### src/sv/kdlp_pkg.sv
// shared types and constants of the key debounce and long press block
package kdlp_pkg;

  // input item modes; code 3 is reserved and changes nothing
  typedef enum logic [1:0] {
    MODE_TICK  = 2'd0,
    MODE_SCAN  = 2'd1,
    MODE_QUERY = 2'd2
  } mode_t;

  typedef enum logic [1:0] {
    PRESS_NONE    = 2'd0,
    PRESS_SHORT   = 2'd1,
    PRESS_LONG    = 2'd2,
    PRESS_RELEASE = 2'd3
  } press_t;

  typedef enum logic [2:0] {
    EDGE_NULL    = 3'd0,
    EDGE_RISING  = 3'd1,
    EDGE_FALLING = 3'd2,
    EDGE_HOLDING = 3'd3,
    EDGE_ERROR   = 3'd4
  } edge_t;

  // configuration register indexes; index 3 writes nothing
  typedef enum logic [1:0] {
    CFG_DEBOUNCE   = 2'd0,
    CFG_LONG_PRESS = 2'd1,
    CFG_ACTIVE_LOW = 2'd2
  } cfg_idx_t;

  localparam int CFG_IDX_W  = 2;
  localparam int CFG_DATA_W = 8;

  localparam logic [7:0] DEBOUNCE_RST   = 8'd2;
  localparam logic [7:0] LONG_PRESS_RST = 8'd150;
  localparam logic       ACTIVE_LOW_RST = 1'b1;
  localparam logic [7:0] LONG_PRESS_DEF = 8'd120;

endpackage

### src/sv/kdlp_if.sv
// valid/ready channel interfaces for key items and key results
interface kdlp_in_if;
  logic       valid;
  logic       ready;
  logic [1:0] mode;
  logic [1:0] key_index;
  logic       pin_level;

  modport source (output valid, mode, key_index, pin_level, input ready);
  modport sink   (input valid, mode, key_index, pin_level, output ready);
endinterface

interface kdlp_out_if;
  logic       valid;
  logic       ready;
  logic [1:0] key_state;
  logic [2:0] edge_code;

  modport source (output valid, key_state, edge_code, input ready);
  modport sink   (input valid, key_state, edge_code, output ready);
endinterface

### src/sv/key_debounce_long_press.sv
// top level: debounce and press classification for a bank of push keys
//
// The block takes one item per clock while the output side is not stalled and gives exactly
// one result per item, in order. An item is captured in an input register, processed by the
// per-key update logic and lands in the result register once that register is free or being
// emptied. Throughput is one item per cycle under that condition, set by the read-modify-write
// of the selected key's state; the result register lets the next item enter while a finished
// result waits. All keys share the debounce, long press and polarity registers. They are to be
// written by the user through the cfg port while no item is in flight; the block itself does
// not enforce this.
module key_debounce_long_press
  import kdlp_pkg::*;
#(
  parameter int KEYS = 4
) (
  input  logic                  clk,
  input  logic                  rst_n,
  kdlp_in_if.sink               in_ch,
  kdlp_out_if.source            out_ch,
  input  logic                  cfg_we,
  input  logic [CFG_IDX_W-1:0]  cfg_index,
  input  logic [CFG_DATA_W-1:0] cfg_wdata
);

  localparam int KW = (KEYS > 1) ? $clog2(KEYS) : 1;

  // configuration
  logic [7:0] debounce_r;
  logic [7:0] long_press_r;
  logic       active_low_r;

  always_ff @(posedge clk) begin
    if (!rst_n) begin
      debounce_r   <= DEBOUNCE_RST;
      long_press_r <= LONG_PRESS_RST;
      active_low_r <= ACTIVE_LOW_RST;
    end else if (cfg_we) begin
      unique case (cfg_idx_t'(cfg_index))
        CFG_DEBOUNCE:   debounce_r   <= cfg_wdata;
        CFG_LONG_PRESS: long_press_r <= cfg_wdata;
        CFG_ACTIVE_LOW: active_low_r <= cfg_wdata[0];
        default: ;
      endcase
    end
  end

  // input register stage
  logic       s1_valid_r;
  logic [1:0] s1_mode_r;
  logic [1:0] s1_key_r;
  logic       s1_pin_r;
  logic       o_valid_r;
  logic       advance;
  logic       in_xfer;

  // the item in stage 1 moves on whenever the result register is free or being emptied
  assign advance      = s1_valid_r && (!o_valid_r || out_ch.ready);
  // no transfer while reset is held, so nothing is dropped by it
  assign in_ch.ready  = rst_n && (!s1_valid_r || advance);
  assign in_xfer      = in_ch.valid && in_ch.ready;

  always_ff @(posedge clk) begin
    if (!rst_n) begin
      s1_valid_r <= 1'b0;
    end else if (in_xfer) begin
      s1_valid_r <= 1'b1;
    end else if (advance) begin
      s1_valid_r <= 1'b0;
    end
  end

  always_ff @(posedge clk) begin
    if (in_xfer) begin
      s1_mode_r <= in_ch.mode;
      s1_key_r  <= in_ch.key_index;
      s1_pin_r  <= in_ch.pin_level;
    end
  end

  // per-key state
  logic [KEYS-1:0] sampled_r, sampled_nxt;
  logic [KEYS-1:0] settled_r, settled_nxt;
  logic [7:0]      cd_r       [KEYS];
  logic [7:0]      cd_nxt     [KEYS];
  press_t          press_r    [KEYS];
  press_t          press_nxt  [KEYS];
  press_t          report_r   [KEYS];
  press_t          report_nxt [KEYS];

  logic [KW-1:0] idx;
  logic          key_ok;
  logic [1:0]    state_res;
  edge_t         edge_res;

  // keys beyond the bank are ignored by scans and queries
  assign idx    = KW'(s1_key_r);
  assign key_ok = 32'(s1_key_r) < KEYS;

  always_comb begin
    logic       lvl;
    logic       samp;
    logic       setl;
    logic [7:0] cd;
    press_t     ps;
    press_t     last;

    sampled_nxt = sampled_r;
    settled_nxt = settled_r;
    cd_nxt      = cd_r;
    press_nxt   = press_r;
    report_nxt  = report_r;
    edge_res    = EDGE_NULL;

    lvl  = s1_pin_r ^ active_low_r;
    samp = sampled_r[idx];
    setl = settled_r[idx];
    cd   = cd_r[idx];
    ps   = press_r[idx];
    last = report_r[idx];

    unique case (mode_t'(s1_mode_r))
      MODE_TICK: begin
        // every running countdown steps down by one
        for (int i = 0; i < KEYS; i++) begin
          if (cd_r[i] != 8'd0) cd_nxt[i] = cd_r[i] - 8'd1;
        end
      end
      MODE_SCAN: begin
        if (key_ok) begin
          // level change restarts the debounce window
          if (samp != lvl) begin
            samp = lvl;
            cd   = debounce_r;
          end
          // level held long enough: take it as settled
          if (setl != samp && cd == 8'd0) begin
            if (samp) begin
              ps = PRESS_SHORT;
              cd = (long_press_r != 8'd0) ? long_press_r : LONG_PRESS_DEF;
            end else begin
              ps = PRESS_RELEASE;
            end
            setl = samp;
          end
          // short press that outlived the long press window
          if (ps == PRESS_SHORT && cd == 8'd0) ps = PRESS_LONG;
          sampled_nxt[idx] = samp;
          settled_nxt[idx] = setl;
          cd_nxt[idx]      = cd;
          press_nxt[idx]   = ps;
        end
      end
      MODE_QUERY: begin
        if (key_ok) begin
          priority if (ps == last) begin
            edge_res = EDGE_NULL;
          end else if (ps == PRESS_SHORT &&
                       (last == PRESS_NONE || last == PRESS_RELEASE)) begin
            edge_res = EDGE_RISING;
          end else if (ps == PRESS_RELEASE &&
                       (last == PRESS_SHORT || last == PRESS_LONG)) begin
            edge_res = EDGE_FALLING;
          end else if (ps == PRESS_LONG && last == PRESS_SHORT) begin
            edge_res = EDGE_HOLDING;
          end else begin
            edge_res = EDGE_ERROR;
          end
          report_nxt[idx] = ps;
        end
      end
      default: ;
    endcase

    state_res = key_ok ? 2'(ps) : 2'd0;
  end

  always_ff @(posedge clk) begin
    if (!rst_n) begin
      sampled_r <= '0;
      settled_r <= '0;
      for (int i = 0; i < KEYS; i++) begin
        cd_r[i]     <= 8'd0;
        press_r[i]  <= PRESS_NONE;
        report_r[i] <= PRESS_NONE;
      end
    end else if (advance) begin
      sampled_r <= sampled_nxt;
      settled_r <= settled_nxt;
      cd_r      <= cd_nxt;
      press_r   <= press_nxt;
      report_r  <= report_nxt;
    end
  end

  // result register
  logic [1:0] o_state_r;
  logic [2:0] o_edge_r;

  always_ff @(posedge clk) begin
    if (!rst_n) begin
      o_valid_r <= 1'b0;
    end else if (advance) begin
      o_valid_r <= 1'b1;
    end else if (out_ch.ready) begin
      o_valid_r <= 1'b0;
    end
  end

  always_ff @(posedge clk) begin
    if (advance) begin
      o_state_r <= state_res;
      o_edge_r  <= 3'(edge_res);
    end
  end

  assign out_ch.valid     = o_valid_r;
  assign out_ch.key_state = o_state_r;
  assign out_ch.edge_code = o_edge_r;

endmodule

### src/flat_wrapper.sv
// flat-port wrapper written by rule: the top's interface ports become plain ports
module key_debounce_long_press_flat import kdlp_pkg::*;
#(
  parameter int KEYS = 4
)
  (clk, rst_n, cfg_we, cfg_index, cfg_wdata, in_ch_valid, in_ch_mode, in_ch_key_index, in_ch_pin_level, in_ch_ready, out_ch_valid, out_ch_key_state, out_ch_edge_code, out_ch_ready);
  kdlp_in_if in_ch_i ();
  kdlp_out_if out_ch_i ();
  input  logic clk;
  input  logic rst_n;
  input  logic cfg_we;
  input  logic [CFG_IDX_W-1:0] cfg_index;
  input  logic [CFG_DATA_W-1:0] cfg_wdata;
  input wire logic [$bits(in_ch_i.valid)-1:0] in_ch_valid;
  input wire logic [$bits(in_ch_i.mode)-1:0] in_ch_mode;
  input wire logic [$bits(in_ch_i.key_index)-1:0] in_ch_key_index;
  input wire logic [$bits(in_ch_i.pin_level)-1:0] in_ch_pin_level;
  output wire logic [$bits(in_ch_i.ready)-1:0] in_ch_ready;
  output wire logic [$bits(out_ch_i.valid)-1:0] out_ch_valid;
  output wire logic [$bits(out_ch_i.key_state)-1:0] out_ch_key_state;
  output wire logic [$bits(out_ch_i.edge_code)-1:0] out_ch_edge_code;
  input wire logic [$bits(out_ch_i.ready)-1:0] out_ch_ready;
  assign in_ch_i.valid = in_ch_valid;
  assign in_ch_i.mode = in_ch_mode;
  assign in_ch_i.key_index = in_ch_key_index;
  assign in_ch_i.pin_level = in_ch_pin_level;
  assign in_ch_ready = in_ch_i.ready;
  assign out_ch_valid = out_ch_i.valid;
  assign out_ch_key_state = out_ch_i.key_state;
  assign out_ch_edge_code = out_ch_i.edge_code;
  assign out_ch_i.ready = out_ch_ready;
  key_debounce_long_press #(.KEYS(KEYS)) u_core (.clk(clk), .rst_n(rst_n), .in_ch(in_ch_i), .out_ch(out_ch_i), .cfg_we(cfg_we), .cfg_index(cfg_index), .cfg_wdata(cfg_wdata));
endmodule
### config.mk
export PLATFORM = sky130hd
export DESIGN_NAME = key_debounce_long_press_flat
export DESIGN_NICKNAME = d
export VERILOG_FILES = /design/src/sv/kdlp_pkg.sv /design/src/sv/kdlp_if.sv /design/src/sv/key_debounce_long_press.sv /design/src/flat_wrapper.sv
export SDC_FILE = /design/constraint.sdc
export NUM_CORES = 1
export LEC_CHECK = 0
export ABC_AREA = 1
export BUFFER_PORTS_ARGS = -buffer_cell sky130_fd_sc_hd__buf_2
export CORE_MARGIN = 2
export CORE_UTILIZATION = 62
export DETAILED_ROUTE_END_ITERATION = 7
export GPL_TIMING_DRIVEN = 0
export HOLD_SLACK_MARGIN = 0.02
export PLACE_DENSITY = 0.79
export RECOVER_POWER = 50
export SYNTH_ARGS = -nofsm -noshare
export SYNTH_HDL_FRONTEND = slang
export SYNTH_SLANG_ARGS = --single-unit
### constraint.sdc
create_clock -name clk -period 3.04 [get_ports clk]
set_input_delay 0.608 -clock clk [delete_from_list [all_inputs] [get_ports clk]]
set_output_delay 0.608 -clock clk [all_outputs]
set_load 0.01 [all_outputs]
=== Word level (Yosys, flattened, before mapping) ===
Cells that the tools add are included.

* Multiplexer cells: 52
* Reductions and logical operators: 41
* Eq/ne operators: 18
* Order comparisons: 4
* Bitwise gates (word level): 3
* $add $sub $neg: 4

{| class="wikitable"
|+ Operators by type and width
! kind !! count
|-
| $mux W8 || 13
|-
| $pmux W32 S2 || 1
|-
| $reduce_bool A8 Y1 || 5
|-
| $bwmux W32 || 1
|-
| $sub A8 B1 Y8 const B || 4
|-
| $mux W2 || 12
|-
| $bmux W8 S2 || 1
|-
| $bwmux W8 || 2
|-
| $demux W8 S2 || 1
|-
| $logic_not A8 Y1 || 2
|-
| $eq A2 B2 Y1 const B || 6
|-
| $mux W1 || 12
|-
| $reduce_and A3 Y1 || 4
|-
| $eq A2 B1 Y1 const B || 5
|-
| $logic_and A1 B1 Y1 || 10
|-
| $reduce_and A2 Y1 || 5
|-
| $bmux W2 S2 || 2
|-
| $bwmux W4 || 2
|-
| $ne A2 B1 Y1 const B || 4
|-
| $logic_not A2 Y1 || 3
|-
| $reduce_bool A2 Y1 || 3
|-
| $bmux W1 S2 || 2
|-
| $demux W2 S2 || 1
|-
| $logic_or A1 B1 Y1 || 4
|-
| 15 further kinds || 17
|}

* Bits of input ports: 20
* Output and inout bits: 7
* Logic and storage cells: 148
* Register bits after elaboration: 85

=== Depth between registers and ports, before layout ===
Gate-level depths: netlist (run 1).

* Depth after elaboration: 15
* Depth in mapped cells: 21
* Depth with buffers taken out: 20

=== Least setup slack after synthesis (run 1) ===
No wires, ideal clock.

* Path kind: flip-flop to flip-flop
* Start: register u_core.s1_key_r[0] (netlist: u_core.idx[0])
* End: register u_core.o_state_r[0] (netlist: u_core.out_ch.key_state[0]) (data pin)
* Setup time: 0.264 ns
* Required time: 2.776 ns
* Buffers on the path: 1
* Cell stages (with the launch flop): 20
* Arrival: 2.196 ns
* Clock period less this slack: 2.460 ns
* Setup slack: 0.580 ns
* Path through: edfxtp_1 > buf_6 > inv_2 > nand2_1 > nand2_1 > nand2_2 > nand2_1 > nand2_2 > nand2_2 > nand2_1 > nand2_1 > nand2_4 > nor2_8 > nand3_4 > nand2_2 > nand3_1 > nor2_2 > nand3_4 > nand2_4 > o21ai_2

* Word-level cells in the longest chain between the ends: 15
* Elaborated cells on any way between the ends: 31
* Those cells by class: eq/ne (3); mux (23); bitwise (1); reduce/logical (4)

{| class="wikitable"
|+ RTL lines
! what !! RTL line !! RTL
|-
| from (decl) || key_debounce_long_press.sv:50 || <nowiki>logic [1:0] s1_key_r;</nowiki>
|-
| from (signal assigned) || key_debounce_long_press.sv:75 || <nowiki>s1_key_r <= in_ch.key_index;</nowiki>
|-
| $not A2 Y3 (implied by the code) || key_debounce_long_press.sv:117, key_debounce_long_press.sv:118 ||
|-
| $bmux W8 S2 || key_debounce_long_press.sv:117 || <nowiki>cd = cd_r[idx];</nowiki>
|-
| $mux W8 (implied by the code) (2 in a row) || key_debounce_long_press.sv:117 ||
|-
| $mux W8 || key_debounce_long_press.sv:131 || <nowiki>if (samp != lvl) begin</nowiki>
|-
| $mux W8 || key_debounce_long_press.sv:121 || <nowiki>unique case (mode_t'(s1_mode_r))</nowiki>
|-
| $logic_not A8 Y1 || key_debounce_long_press.sv:136 || <nowiki>if (setl != samp && cd == 8'd0) begin</nowiki>
|-
| $logic_and A1 B1 Y1 || key_debounce_long_press.sv:136 ||
|-
| $mux W8 / $mux W2 (equally long branches) || key_debounce_long_press.sv:136 ||
|-
| $mux W8 / $mux W2 (equally long branches) || key_debounce_long_press.sv:121 ||
|-
| $logic_not A8 Y1 / $eq A2 B1 Y1 (equally long branches) || key_debounce_long_press.sv:146 || <nowiki>if (ps == PRESS_SHORT && cd == 8'd0) ps = PRESS_LONG;</nowiki>
|-
| $logic_and A1 B1 Y1 || key_debounce_long_press.sv:146 ||
|-
| $mux W2 || key_debounce_long_press.sv:146 ||
|-
| $mux W2 || key_debounce_long_press.sv:121 ||
|-
| $mux W2 * || key_debounce_long_press.sv:121 ||
|-
| net u_core.state_res[0] || key_debounce_long_press.sv:92 || <nowiki>logic [1:0] state_res;</nowiki>
|-
| to (signal assigned) || key_debounce_long_press.sv:211 || <nowiki>o_state_r <= state_res;</nowiki>
|-
| to (decl) || key_debounce_long_press.sv:196 || <nowiki>logic [1:0] o_state_r;</nowiki>
|}

The timed path passes the listed nets; every way through them passes the cells marked *. The select of a mux whose other input is x is not followed.
A chain may end at the register's enable or synchronous reset.

=== Final worst setup path (run 1) ===
Ends and elaborated chain as after synthesis.

==> reports/qor.log, run 1 <==
INFO  outcome        run_status=finished, final reports clean
INFO  worst_setup_path cp.arrival=3.02ns
INFO  worst_setup_path r2r_setup_slack=0.13ns
INFO  synthesis      post-synth-top-count-cell=sky130_fd_sc_hd__nand2_1
INFO  synthesis      postSynthAreaPerCell=6.90um^2
INFO  synthesis      synthTopCellsByArea=sky130_fd_sc_hd__dfxtp_1, sky130_fd_sc_hd__nand2_1, sky130_fd_sc_hd__inv_1
INFO  global_routing grt_start_max_net_pins=17
INFO  worst_setup_path crit_start=u_core.idx[0]
INFO  power_and_ir_drop ir_drop=0.401mV
INFO  worst_setup_path max_stage_delay=0.35ns
INFO  drt            route.detailed.drc=0
INFO  worst_setup_path path_buf_inv=3
INFO  worst_setup_path crit_top_cell=sky130_fd_sc_hd__nand2_1
INFO  floorplanning  placementRows=32
INFO  placed_design  numPortBuffers=25
INFO  drt            wire_per_inst=17.4um
INFO  worst_setup_path timing.critical_path.cells=buf_6 -> inv_2 -> nand2_1 -> o22ai_1 -> nor2_1 -> nand2_1 -> nand2_2 -> nand2_2 -> nor2_8 -> buf_4 -> nand4_1 -> nand2_1 -> nand2_1 -> nor2_2 -> nand3_4 -> nand2_4 -> o21ai_2
INFO  hold_path      holdPathStages=1
INFO  clocking       clock_tree.htree_level_count=3
INFO  synthesis      asyncSetResetFlopFracSynth=0
INFO  hold_path      holdCritPathClass=in -> reg
INFO  clocking       clk_pin_slew_worst_paths=0.10ns
INFO  power_and_ir_drop cellLeakagePower=0.00250uW
INFO  global_routing grt_pass1_wl=23,400um
INFO  synthesis      postSynth.topFlopCell=sky130_fd_sc_hd__dfxtp_1
INFO  layout         finish.utilization=0.733
INFO  global_routing grt_overflow_total=0
INFO  synthesis      synth-edff-count=10
INFO  hold_path      holdPathEnd=u_core.s1_mode_r[1]
INFO  sta            max_clock_freq=0.343GHz
INFO  sta            final-hold-violation-count=0
INFO  clocking       tritoncts_num_sinks=85
INFO  worst_setup_path critical_path.reg2reg.startpoint=u_core.idx[0]
INFO  clocking       tritoncts=built
INFO  placed_design  placed_wire_length_estimate_after_detailed_placement=10,700um
INFO  floorplanning  floorplan.initialDensity=0.644
INFO  worst_setup_path start_kind=flop
INFO  clocking       ctsHoldBuffers=0
INFO  power_and_ir_drop power.density_cell_area=480mW/mm^2
INFO  sta            rsz_0062_raised_after_global_routing=true
INFO  run            maxCapViolations=0
INFO  worst_setup_path crit_slowest_cell=sky130_fd_sc_hd__edfxtp_1
INFO  floorplanning  ioPinCount=27
INFO  synthesis      count_of_synthesis_stage_warnings_from_yosys=0
INFO  layout         diodes_inserted=0
INFO  synthesis      synth-seq-cells=85
INFO  floorplanning  die_width=93.8um
INFO  sta            maxSlewHeadroom=0.268
INFO  synthesis      synth_fp_nets=754
INFO  sta            report.final.setup_viol=0
INFO  drt            count_of_tritonroute_iterations_in_the_first_routing_pass=5
INFO  layout         areaGrowthSynthToFinish=13.8%
INFO  clocking       clockBufferDepth=2
INFO  drt            routed_wl=15,400um
INFO  worst_setup_path critical_path.max_fanout=8
INFO  synthesis      synth.cell_area=0.00500mm^2
INFO  sta            final_setup_tns=0ns
INFO  sta            timing.clock.skew=0.0147ns
INFO  worst_setup_path r2r.worst_path.cells=17
INFO  synthesis      seq_total_area_yosys=0.360
INFO  placed_design  routabilityCongestion=1.06
INFO  sta            worst_slew_pin_slew=1.09ns
INFO  worst_setup_path timing.rr.end=u_core.out_ch.key_state[0]
INFO  layout         nNetsFinal=806
INFO  synthesis      synth_top_cells_by_count=sky130_fd_sc_hd__nand2_1, sky130_fd_sc_hd__inv_1, sky130_fd_sc_hd__dfxtp_1
INFO  floorplanning  die-area=0.00881mm^2
INFO  worst_setup_path path_class=reg -> reg
INFO  sta            final-max-slew-violation-count=0
INFO  hold_path      hold_path.startpoint=in_ch_mode[1]
INFO  synthesis      netlist.area_leader.share=0.300
INFO  layout         seqCellArea=0.00180mm^2
INFO  global_routing vias_in_the_first_global_route=4,781
INFO  worst_setup_path data_required_time_of_the_worst_path=3.15ns
INFO  clocking       worst_skew_pair.late_latency=0.37ns
INFO  drt            antenna_left=0
INFO  clocking       cts_inserted_buffers=9
INFO  drt            via_per_inst=6.03
INFO  global_routing grt_use_total=0.344
INFO  sta            fin_hold_ws=0.412ns
INFO  global_routing number_of_antenna_violations_at_the_first_check_in_global_routing=0
INFO  worst_setup_path timing.critical_path.to_type=flop
INFO  drt            via_count=5,327
INFO  synthesis      synth_cell_type_count=42
INFO  floorplanning  core_area=0.00777mm^2
INFO  layout         drive_gt1_frac=0.134
INFO  synthesis      synth_instances=725
INFO  layout         fillCellCount=663
INFO  layout         multiInputGateArea=0.00283mm^2
INFO  worst_setup_path cpLargestDelayFamily=simple AND/OR/NAND/NOR gates
INFO  sta            period_minus_ws_final=2.91ns
INFO  sta            min_period_over_period=0.958
INFO  clocking       clock-root-buffer=sky130_fd_sc_hd__clkbuf_8
INFO  floorplanning  die_h=93.8um
INFO  drt            drtIter0Drc=722
INFO  synthesis      synth_area_leader_cell=sky130_fd_sc_hd__dfxtp_1
==> cell type report <==
cell class                 count  share of cell area
clock inverter                 5              0.0119
multi-input combinational    522               0.497
tap                          102              0.0224
clock buffer                  11              0.0306
inverter                     100              0.0666
timing repair buffer          39              0.0389
buffer                        20              0.0163
sequential                    85               0.317
==> registers in the layout, summed over array words and instances (netlist names) <==
name,count
u_core.s1_valid_r,1
u_core.debounce_r,8
u_core.active_low_r,1
u_core.idx,2
u_core.press_r,8
u_core.out_ch.edge_code,3
u_core.s1_pin_r,1
u_core.cd_r,32
u_core.out_ch.valid,1
u_core.settled_r,4
u_core.long_press_r,8
u_core.sampled_r,4
u_core.out_ch.key_state,2
u_core.report_r,8
u_core.s1_mode_r,2
==> what timing repair did <==
item | CTS | global route
setup endpoints to repair | 1 | 15
setup buffers | 0 | 14
pin swaps | 0 | 9
gates cloned | 0 | 2
resized for setup | 1 | 18
==> layer usage <==
layer	wire [um]	vias to the layer above	track usage
met4	496	0	0.146
met5	0	-	0
met3	1690	49	0.0610
met1	6150	2434	0.443
met2	7060	316	0.568
li1	-	2528	-
==> power by group <==
group          leakage [uW]  total [uW]  internal, uW  switching [uW]
combinational       0.00168         562           181             381
clock              0.000123         965           495             470
sequential         0.000704        1200          1170            29.4
==> placed cells by master, fill, tap and decap left out, types with 10 or more instances in the layout <==
cell and instances:
sky130_fd_sc_hd__a31oi_1 13, sky130_fd_sc_hd__xor2_1 11, sky130_fd_sc_hd__clkbuf_1 22, sky130_fd_sc_hd__nand2_2 15
sky130_fd_sc_hd__buf_2 20, sky130_fd_sc_hd__a21oi_1 69, sky130_fd_sc_hd__edfxtp_1 10, sky130_fd_sc_hd__nand2_1 150
sky130_fd_sc_hd__dfxtp_1 75, sky130_fd_sc_hd__o21ai_0 72, sky130_fd_sc_hd__buf_4 15, sky130_fd_sc_hd__inv_1 97
sky130_fd_sc_hd__nor2_1 68, sky130_fd_sc_hd__nand3_1 30
==> through the flow <==
stage	total power [uW]	std cells	setup slack [ns]	area [um^2]
2_1_floorplan	1580	725	0.580	5000
3_3_place_gp	1700	852	0.00154	5260
3_5_place_dp	1710	852	-0.0317	5260
4_1_cts	2650	868	0.0278	5500
5_1_grt	2810	884	-0.0468	5690
6_report	2730	884	0.127	5690
==> kinds of logic after synthesis <==
family	synth area share
and+or+nand+nor	0.270
AOI/OAI and AO/OA	0.228
buffers and inverters	0.0930
DFF	0.360
xor gates and xnor gates	0.0260
adders and majority gates	0.0225
==> how the worst max path moves through the flow <==
stage                            endpoint  slack [ns]  cells after the start
2_1_floorplan  u_core.out_ch.key_state[0]        0.58                     19
3_3_place_gp   u_core.out_ch.key_state[0]       0.002                     17
4_1_cts        u_core.out_ch.key_state[1]        0.03                     16
5_1_grt        u_core.out_ch.key_state[0]       -0.05                     20
3_5_place_dp   u_core.out_ch.key_state[0]       -0.03                     17
6_report       u_core.out_ch.key_state[0]        0.13                     17
Power figures use the tool's default switching activity.
==> inputs of run 2 (changes only) <==
- CELL_PAD_IN_SITES_DETAIL_PLACEMENT: not set -> 1
- CELL_PAD_IN_SITES_GLOBAL_PLACEMENT: not set -> 1
- CORE_UTILIZATION: 62 -> 45
==> reports/qor.log, run 2 (same netlist as run 1, synthesis figures left out) <==
INFO  worst_setup_path path_class=reg -> reg [unchanged]
INFO  worst_setup_path critical_path.max_fanout=10 [was 8]
INFO  worst_setup_path cp.arrival=3.05ns [was 3.02 ns]
INFO  sta            rsz_0062_raised_after_global_routing=true [unchanged]
INFO  worst_setup_path max_stage_delay=0.39ns [was 0.35 ns]
INFO  sta            max_clock_freq=0.342GHz [was 0.343 GHz]
INFO  layout         areaGrowthSynthToFinish=15.3% [was 13.8%]
INFO  outcome        run_status=finished, final reports clean [unchanged]
INFO  clocking       tritoncts=built [unchanged]
INFO  drt            wirelength_met1=7950um [was 6150 um]
INFO  drt            detailroute.wirelength.met2=8790um [was 7060 um]
INFO  global_routing grt_overflow_total=0 [unchanged]
INFO  drt            route.detailed.drc=0 [unchanged]
INFO  layout         layout_commonest_cell=sky130_fd_sc_hd__nand2_1 [unchanged]
INFO  drt            count_of_tritonroute_iterations_in_the_first_routing_pass=5 [unchanged]
INFO  worst_setup_path data_required_time_of_the_worst_path=3.17ns [was 3.15 ns]
INFO  layout         seqCellArea=0.00180mm^2 [unchanged]
INFO  clocking       clockBufferDepth=2 [unchanged]
INFO  power_and_ir_drop ir_drop=0.344mV [was 0.401 mV]
INFO  power_and_ir_drop share_seq_of_total_power=0.440 [was 0.441]
INFO  drt            drtIter0Drc=383 [was 722]
INFO  global_routing vias_in_the_first_global_route=5,225 [was 4,781]
INFO  sta            worst_slew_pin_slew=0.957ns [was 1.09 ns]
INFO  layout         fillCellCount=1,449 [was 663]
INFO  global_routing grt_start_max_net_pins=16 [was 17]
INFO  floorplanning  ioPinCount=27 [unchanged]
INFO  worst_setup_path crit_slowest_cell=sky130_fd_sc_hd__edfxtp_1 [unchanged]
INFO  placed_design  placedCellCount=890 [was 852]
INFO  sta            fin_hold_ws=0.400ns [was 0.412 ns]
INFO  power_and_ir_drop cellLeakagePower=0.00250uW [about the same]
INFO  power_and_ir_drop power=2740uW [was 2730 uW]
INFO  power_and_ir_drop power.density_cell_area=475mW/mm^2 [was 480 mW/mm^2]
INFO  drt            met3RoutedLength=874um [was 1690 um]
INFO  worst_setup_path cpLargestDelayFamily=simple AND/OR/NAND/NOR gates [unchanged]
INFO  sta            final-max-slew-violation-count=0 [unchanged]
INFO  floorplanning  floorplan.initialDensity=0.462 [was 0.644]
INFO  power_and_ir_drop cellInternalPower=1830uW [was 1850 uW]
INFO  sta            period_minus_ws_final=2.92ns [was 2.91 ns]
INFO  global_routing grt_use_total=0.306 [was 0.344]
INFO  placed_design  routabilityCongestion=0.925 [was 1.06]
INFO  sta            min_period_over_period=0.961 [was 0.958]
INFO  global_routing number_of_antenna_violations_at_the_first_check_in_global_routing=0 [unchanged]
INFO  drt            wire_per_inst=19.7um [was 17.4 um]
INFO  worst_setup_path timing.critical_path.to_type=flop [unchanged]
INFO  global_routing grt_pass1_wl=27,400um [was 23,400 um]
INFO  layout         largest_reg_flops=32 [unchanged]
INFO  layout         diodes_inserted=0 [unchanged]
INFO  clocking       tritoncts_num_sinks=85 [unchanged]
INFO  layout         drive_gt1_frac=0.138 [was 0.134]
INFO  worst_setup_path timing.critical_path.cells=clkbuf_4 -> nand2_1 -> buf_4 -> o21ai_0 -> nor2_1 -> nand3_1 -> nand2_2 -> nand2_2 -> nor2_8 -> nand4_1 -> nand2_4 -> nand2_1 -> nor2_2 -> nand3_4 -> nand2_4 -> o21ai_2 [was buf_6 -> inv_2 -> nand2_1 -> o22ai_1 -> nor2_1 -> nand2_1 -> nand2_2 -> nand2_2 -> nor2_8 -> buf_4 -> nand4_1 -> nand2_1 -> nand2_1 -> nor2_2 -> nand3_4 -> nand2_4 -> o21ai_2]
INFO  floorplanning  die_h=109um [was 93.8 um]
INFO  clocking       clk_pin_slew_worst_paths=0.10ns [about the same]
INFO  layout         finish.utilization=0.532 [was 0.733]
INFO  floorplanning  placementRows=38 [was 32]
INFO  layout         multiInputGateArea=0.00286mm^2 [was 0.00283 mm^2]
INFO  sta            final_setup_tns=0ns [unchanged]
INFO  power_and_ir_drop p_comb_frac=0.219 [was 0.206]
INFO  placed_design  placed_wire_length_estimate_after_detailed_placement=12,900um [was 10,700 um]
INFO  worst_setup_path start_kind=flop [unchanged]
INFO  clocking       ctsHoldBuffers=0 [unchanged]
INFO  hold_path      holdCritPathClass=in -> reg [unchanged]
INFO  floorplanning  core_area=0.0108mm^2 [was 0.00777 mm^2]
INFO  clocking       worst_skew_pair.late_latency=0.38ns [was 0.37 ns]
INFO  placed_design  numPortBuffers=25 [unchanged]
INFO  drt            antenna_left=0 [unchanged]
INFO  worst_setup_path path_buf_inv=2 [was 3]
INFO  layout         final-instance-count-excl-fill=922 [was 884]
INFO  drt            maxUsedRoutingLayer=met4 [unchanged]
INFO  layout         largest_register=u_core.cd_r [unchanged]
INFO  drt            routed_wl=18,200um [was 15,400 um]
INFO  sta            timing.clock.skew=0.0103ns [was 0.0147 ns]
INFO  drt            via_per_inst=5.85 [was 6.03]
INFO  layout         nNetsFinal=806 [unchanged]
INFO  layout         mostFrequentLayoutCells=sky130_fd_sc_hd__nand2_1, sky130_fd_sc_hd__inv_1, sky130_fd_sc_hd__dfxtp_1 [unchanged]
INFO  clocking       clock_tree.htree_level_count=3 [unchanged]
INFO  power_and_ir_drop p_sw=911uW [was 880 uW]
INFO  sta            report.final.setup_viol=0 [unchanged]
INFO  power_and_ir_drop clockPowerShare=0.341 [was 0.353]
INFO  floorplanning  die-area=0.0120mm^2 [was 0.00881 mm^2]
INFO  drt            via_count=5,392 [was 5,327]
INFO  power_and_ir_drop power.share.switching=0.333 [was 0.322]
INFO  clocking       clock-root-buffer=sky130_fd_sc_hd__clkbuf_8 [unchanged]
INFO  clocking       cts_inserted_buffers=9 [unchanged]
INFO  floorplanning  die_width=109um [was 93.8 um]
INFO  sta            maxSlewHeadroom=0.355 [was 0.268]
INFO  sta            final-hold-violation-count=0 [unchanged]
INFO  run            maxCapViolations=0 [unchanged]
==> run 2: repair_timing <==
item                       in CTS  in global routing
setup endpoints to repair      10                 21
setup buffers                   3                 10
resized for setup               8                 16
hold endpoints to repair        0                  0
pin swaps                       1                  8
cloned                          0                  3
==> run 2: metal layers <==
layer | vias to the layer above | global-route usage
li1 | 2525 | -
met1 | 2637 | 0.385
met2 | 186 | 0.519
met3 | 44 | 0.0504
met4 | 0 | 0.125
met5 | - | 0
==> run 2: power by group through the flow <==
stage / logic (uW) / clock network (uW) / registers, uW
2_1_floorplan: 354 / 0 / 1220
3_3_place_gp: 492 / 0 / 1230
3_5_place_dp: 510 / 0 / 1230
4_1_cts: 523 / 942 / 1200
5_1_grt: 650 / 984 / 1210
6_report: 600 / 933 / 1210
==> run 2: cell type report <==
class,count,share of cell area
Tap cell,140,0.0304
Timing Repair Buffer,38,0.0393
Clock buffer,11,0.0282
Clock inverter,5,0.0111
Multi-Input combinational cell,523,0.497
Inverter,100,0.0657
Buffer,20,0.0165
Sequential cell,85,0.312
==> run 2: stage by stage <==
step | setup slack (ns) | instance area, um^2
after global routing | -0.0277 | 5770
after floorplan | 0.580 | 5000
after global placement | -0.159 | 5300
after detailed placement | -0.244 | 5300
after CTS | 0.0226 | 5590
final | 0.118 | 5770
==> run 2: worst reg2reg max path, cell delays in order, from the launching register on <==
cell and delay [ns]:
sky130_fd_sc_hd__edfxtp_1 0.39, sky130_fd_sc_hd__clkbuf_4 0.20, sky130_fd_sc_hd__nand2_1 0.14, sky130_fd_sc_hd__buf_4 0.22, sky130_fd_sc_hd__o21ai_0 0.09, sky130_fd_sc_hd__nor2_1 0.19
sky130_fd_sc_hd__nand3_1 0.13, sky130_fd_sc_hd__nand2_2 0.13, sky130_fd_sc_hd__nand2_2 0.14, sky130_fd_sc_hd__nor2_8 0.17, sky130_fd_sc_hd__nand4_1 0.18, sky130_fd_sc_hd__nand2_4 0.13
sky130_fd_sc_hd__nand2_1 0.08, sky130_fd_sc_hd__nor2_2 0.17, sky130_fd_sc_hd__nand3_4 0.13, sky130_fd_sc_hd__nand2_4 0.13, sky130_fd_sc_hd__o21ai_2 0.06
==> run 2: path summary, 6_finish.rpt <==
check                  startpoint                    endpoint  slack, ns  cells past startpoint
min            in_ch_key_index[1]               u_core.idx[1]       0.40                      1
min reg2reg  u_core.debounce_r[2]        u_core.debounce_r[2]       0.46                      2
max reg2reg         u_core.idx[1]  u_core.out_ch.key_state[0]       0.12                     16
max                 u_core.idx[1]  u_core.out_ch.key_state[0]       0.12                     16
==> inputs of run 3 (changes only) <==
- ABC_AREA: 1 -> not set
- CORE_UTILIZATION: 45 -> 47
- PLACE_DENSITY: 0.79 -> 0.78
==> reports/qor.log, run 3 <==
INFO  outcome        run_status=finished with violations [was finished, final reports clean]
INFO  outcome        failed_checks=negative setup slack
INFO  sta            timing.clock.skew=0.0116ns [was 0.0103 ns]
INFO  sta            min_period_over_period=1.01 [was 0.961]
INFO  layout         finish.utilization=0.558 [was 0.532]
INFO  clocking       worst_skew_pair.late_latency=0.38ns [about the same]
INFO  worst_setup_path data_required_time_of_the_worst_path=3.27ns [was 3.17 ns]
INFO  clocking       cts_inserted_buffers=9 [unchanged]
INFO  drt            routed_wl=18,300um [was 18,200 um]
INFO  layout         drive_gt1_frac=0.155 [was 0.138]
INFO  clocking       clk_pin_slew_worst_paths=0.09ns [was 0.10 ns]
INFO  layout         diodes_inserted=0 [unchanged]
INFO  layout         largest_reg_flops=32 [unchanged]
INFO  drt            antenna_left=0 [unchanged]
INFO  sta            rsz_0062_raised_after_global_routing=true [unchanged]
INFO  global_routing grt_pass1_wl=27,900um [was 27,400 um]
INFO  worst_setup_path critical_path.max_fanout=5 [was 10]
INFO  synthesis      count_of_synthesis_stage_warnings_from_yosys=0 [unchanged]
INFO  floorplanning  floorplan.initialDensity=0.481 [was 0.462]
INFO  clocking       tritoncts=built [unchanged]
INFO  sta            maxSlewHeadroom=0.462 [was 0.355]
INFO  synthesis      asyncSetResetFlopFracSynth=0 [unchanged]
INFO  drt            count_of_tritonroute_iterations_in_the_first_routing_pass=5 [unchanged]
INFO  floorplanning  ioPinCount=27 [unchanged]
INFO  layout         mostFrequentLayoutCells=sky130_fd_sc_hd__nor2_1, sky130_fd_sc_hd__dfxtp_1, sky130_fd_sc_hd__nand2_1 [was sky130_fd_sc_hd__nand2_1, sky130_fd_sc_hd__inv_1, sky130_fd_sc_hd__dfxtp_1]
INFO  synthesis      synth_top_cells_by_count=sky130_fd_sc_hd__nor2_1, sky130_fd_sc_hd__dfxtp_1, sky130_fd_sc_hd__nand2_1 [was sky130_fd_sc_hd__nand2_1, sky130_fd_sc_hd__inv_1, sky130_fd_sc_hd__dfxtp_1]
INFO  synthesis      synthTopCellsByArea=sky130_fd_sc_hd__dfxtp_1, sky130_fd_sc_hd__nor2_1, sky130_fd_sc_hd__mux2i_1 [was sky130_fd_sc_hd__dfxtp_1, sky130_fd_sc_hd__nand2_1, sky130_fd_sc_hd__inv_1]
INFO  worst_setup_path r2r.worst_path.cells=8 [was 16]
INFO  floorplanning  die_width=106um [was 109 um]
INFO  sta            final-max-slew-violation-count=0 [unchanged]
INFO  floorplanning  die-area=0.0113mm^2 [was 0.0120 mm^2]
INFO  sta            final-hold-violation-count=0 [unchanged]
INFO  sta            worst_slew_pin_slew=0.807ns [was 0.957 ns]
INFO  clocking       tritoncts_num_sinks=85 [unchanged]
INFO  worst_setup_path start_kind=flop [unchanged]
INFO  worst_setup_path cp.arrival=3.31ns [was 3.05 ns]
INFO  layout         largest_register=u_core.cd_r [unchanged]
INFO  global_routing grt_start_max_net_pins=15 [was 16]
INFO  synthesis      synth-edff-count=10 [unchanged]
INFO  placed_design  placed_wire_length_estimate_after_detailed_placement=12,800um [was 12,900 um]
INFO  power_and_ir_drop ir_drop=0.266mV [was 0.344 mV]
INFO  synthesis      postSynth.topFlopCell=sky130_fd_sc_hd__dfxtp_1 [unchanged]
INFO  sta            worst_slack=-0.0354ns [was 0.118 ns]
INFO  synthesis      postSynthAreaPerCell=8.61um^2 [was 6.90 um^2]
INFO  layout         nNetsFinal=657 [was 806]
INFO  synthesis      synth_area_leader_cell=sky130_fd_sc_hd__dfxtp_1 [unchanged]
INFO  power_and_ir_drop power.density_cell_area=450mW/mm^2 [was 475 mW/mm^2]
INFO  power_and_ir_drop cellLeakagePower=0.00210uW [was 0.00250 uW]
INFO  clocking       clock-root-buffer=sky130_fd_sc_hd__clkbuf_8 [unchanged]
INFO  sta            period_minus_ws_final=3.08ns [was 2.92 ns]
INFO  floorplanning  placementRows=37 [was 38]
INFO  power_and_ir_drop power=2570uW [was 2740 uW]
INFO  worst_setup_path timing.critical_path.to_type=flop [unchanged]
INFO  layout         areaGrowthSynthToFinish=15.9% [was 15.3%]
INFO  floorplanning  core_area=0.0102mm^2 [was 0.0108 mm^2]
INFO  worst_setup_path path_class=reg -> reg [unchanged]
INFO  synthesis      synth.cell_area=0.00492mm^2 [was 0.00500 mm^2]
INFO  synthesis      synth_fp_nets=601 [was 754]
INFO  synthesis      seq_total_area_yosys=0.366 [was 0.360]
INFO  layout         seqCellArea=0.00180mm^2 [unchanged]
INFO  synthesis      post-synth-top-count-cell=sky130_fd_sc_hd__nor2_1 [was sky130_fd_sc_hd__nand2_1]
INFO  drt            wire_per_inst=23.8um [was 19.7 um]
INFO  hold_path      holdPathStages=1 [unchanged]
INFO  floorplanning  die_h=106um [was 109 um]
INFO  layout         fillCellCount=1,230 [was 1,449]
INFO  drt            via_per_inst=6.37 [was 5.85]
INFO  global_routing number_of_antenna_violations_at_the_first_check_in_global_routing=0 [unchanged]
INFO  sta            report.final.setup_viol=1 [was 0]
INFO  hold_path      holdCritPathClass=in -> reg [unchanged]
INFO  clocking       clock_tree.htree_level_count=3 [unchanged]
INFO  global_routing vias_in_the_first_global_route=4,993 [was 5,225]
INFO  synthesis      netlist.area_leader.share=0.305 [was 0.300]
INFO  global_routing grt_use_total=0.331 [was 0.306]
INFO  synthesis      synth_instances=572 [was 725]
INFO  synthesis      synth-seq-cells=85 [unchanged]
INFO  placed_design  numPortBuffers=26 [was 25]
INFO  layout         layout_commonest_cell=sky130_fd_sc_hd__nor2_1 [was sky130_fd_sc_hd__nand2_1]
INFO  drt            via_count=4,897 [was 5,392]
INFO  run            maxCapViolations=0 [unchanged]
INFO  drt            drtIter0Drc=384 [was 383]
INFO  placed_design  routabilityCongestion=0.928 [was 0.925]
INFO  clocking       clockBufferDepth=2 [unchanged]
INFO  drt            route.detailed.drc=0 [unchanged]
INFO  layout         multiInputGateArea=0.00306mm^2 [was 0.00286 mm^2]
INFO  placed_design  post-place-ws=-0.830ns [was -0.244 ns]
INFO  sta            max_clock_freq=0.325GHz [was 0.342 GHz]
INFO  synthesis      synth_cell_type_count=57 [was 42]
INFO  global_routing grt_overflow_total=0 [unchanged]
-- run 3: cell count changes in the layout (fill, tap and decap cells not counted), sizes merged, moves of 19 or more --
cell	before	now
a21oi	72	48
nand2	170	52
inv	101	14
nand3	35	16
mux2i	0	31
o21ai	77	36
-- run 3: cell type report --
class | instances | area share
flip-flops and latches | 85 | 0.316
plain buffers | 28 | 0.0224
multi-input cells | 442 | 0.536
well taps | 136 | 0.0298
repair buffers | 47 | 0.0513
inverters | 15 | 0.00987
clock inverters | 6 | 0.0110
clock buffers | 10 | 0.0241
-- run 3: layer usage --
metal	vias up	GRT usage	routed length, um
li1	2207	-	-
met1	2415	0.421	7610
met2	224	0.553	8910
met3	51	0.0687	1270
met4	0	0.120	543
met5	-	0	0
-- run 3: repair_timing --
item / 4_1_cts / 5_1_grt
gates cloned: 0 / 0
pin swaps: 8 / 8
buffers inserted: 15 / 6
hold buffers: 0 / 0
endpoints found under the setup margin: 49 / 38
resized for setup: 23 / 21
-- run 3: power by group --
part / total, uW / internal (uW) / switching [uW] / leakage, uW
sequential: 1210 / 1170 / 43.1 / 0.000703
combinational: 503 / 203 / 301 / 0.00131
clock: 856 / 399 / 457 / 0.0000943
total: 2570 / 1770 / 801 / 0.00210
-- run 3: path summary, 6_finish.rpt --
check,from,slack [ns],endpoint
worst max register to register,u_core.idx[1],-0.04,u_core.out_ch.key_state[1]
worst min register to register,u_core.report_r[6],0.48,u_core.report_r[6]
worst min-delay path,in_ch_key_index[0],0.40,u_core.idx[0]
worst max-delay path,u_core.idx[1],-0.04,u_core.out_ch.key_state[1]
-- run 3: cells by family (layout without fill, tap and decap cells) --
kind of cell             count (synthesis)  in the layout  synth area share
AO/OA/AOI/OAI                          149            149             0.197
adder cells (fa/ha/maj)                  9              9            0.0229
buffers and inverters                   45            106            0.0374
multiplexers                            48             48             0.135
AND/OR/NAND/NOR                        218            218             0.205
flip-flops                              85             85             0.366
XOR/XNOR                                18             18            0.0374
-- run 3: worst max-delay path, stage by stage (launching register included) --
cell and delay [ns]:
sky130_fd_sc_hd__edfxtp_1 0.50, sky130_fd_sc_hd__buf_4 0.20, sky130_fd_sc_hd__mux4_2 0.37, sky130_fd_sc_hd__xnor2_4 0.17, sky130_fd_sc_hd__a2111o_1 0.39, sky130_fd_sc_hd__o21a_4 0.25
sky130_fd_sc_hd__mux2_4 0.32, sky130_fd_sc_hd__or4_4 0.56, sky130_fd_sc_hd__a21oi_2 0.15
-- run 3: stage by stage --
| step | instance area [um^2] | instances | hold WS (ns) | TNS, ns |
|---|---|---|---|---|
| 2_1_floorplan | 4920 | 572 | 0.433 | -0.0309 |
| 3_3_place_gp | 5220 | 734 | 0.444 | -15.69 |
| 3_5_place_dp | 5220 | 734 | 0.466 | -18.35 |
| 4_1_cts | 5640 | 764 | 0.389 | -0.0381 |
| 5_1_grt | 5710 | 769 | 0.389 | -0.648 |
| 6_report | 5710 | 769 | 0.400 | -0.0354 |
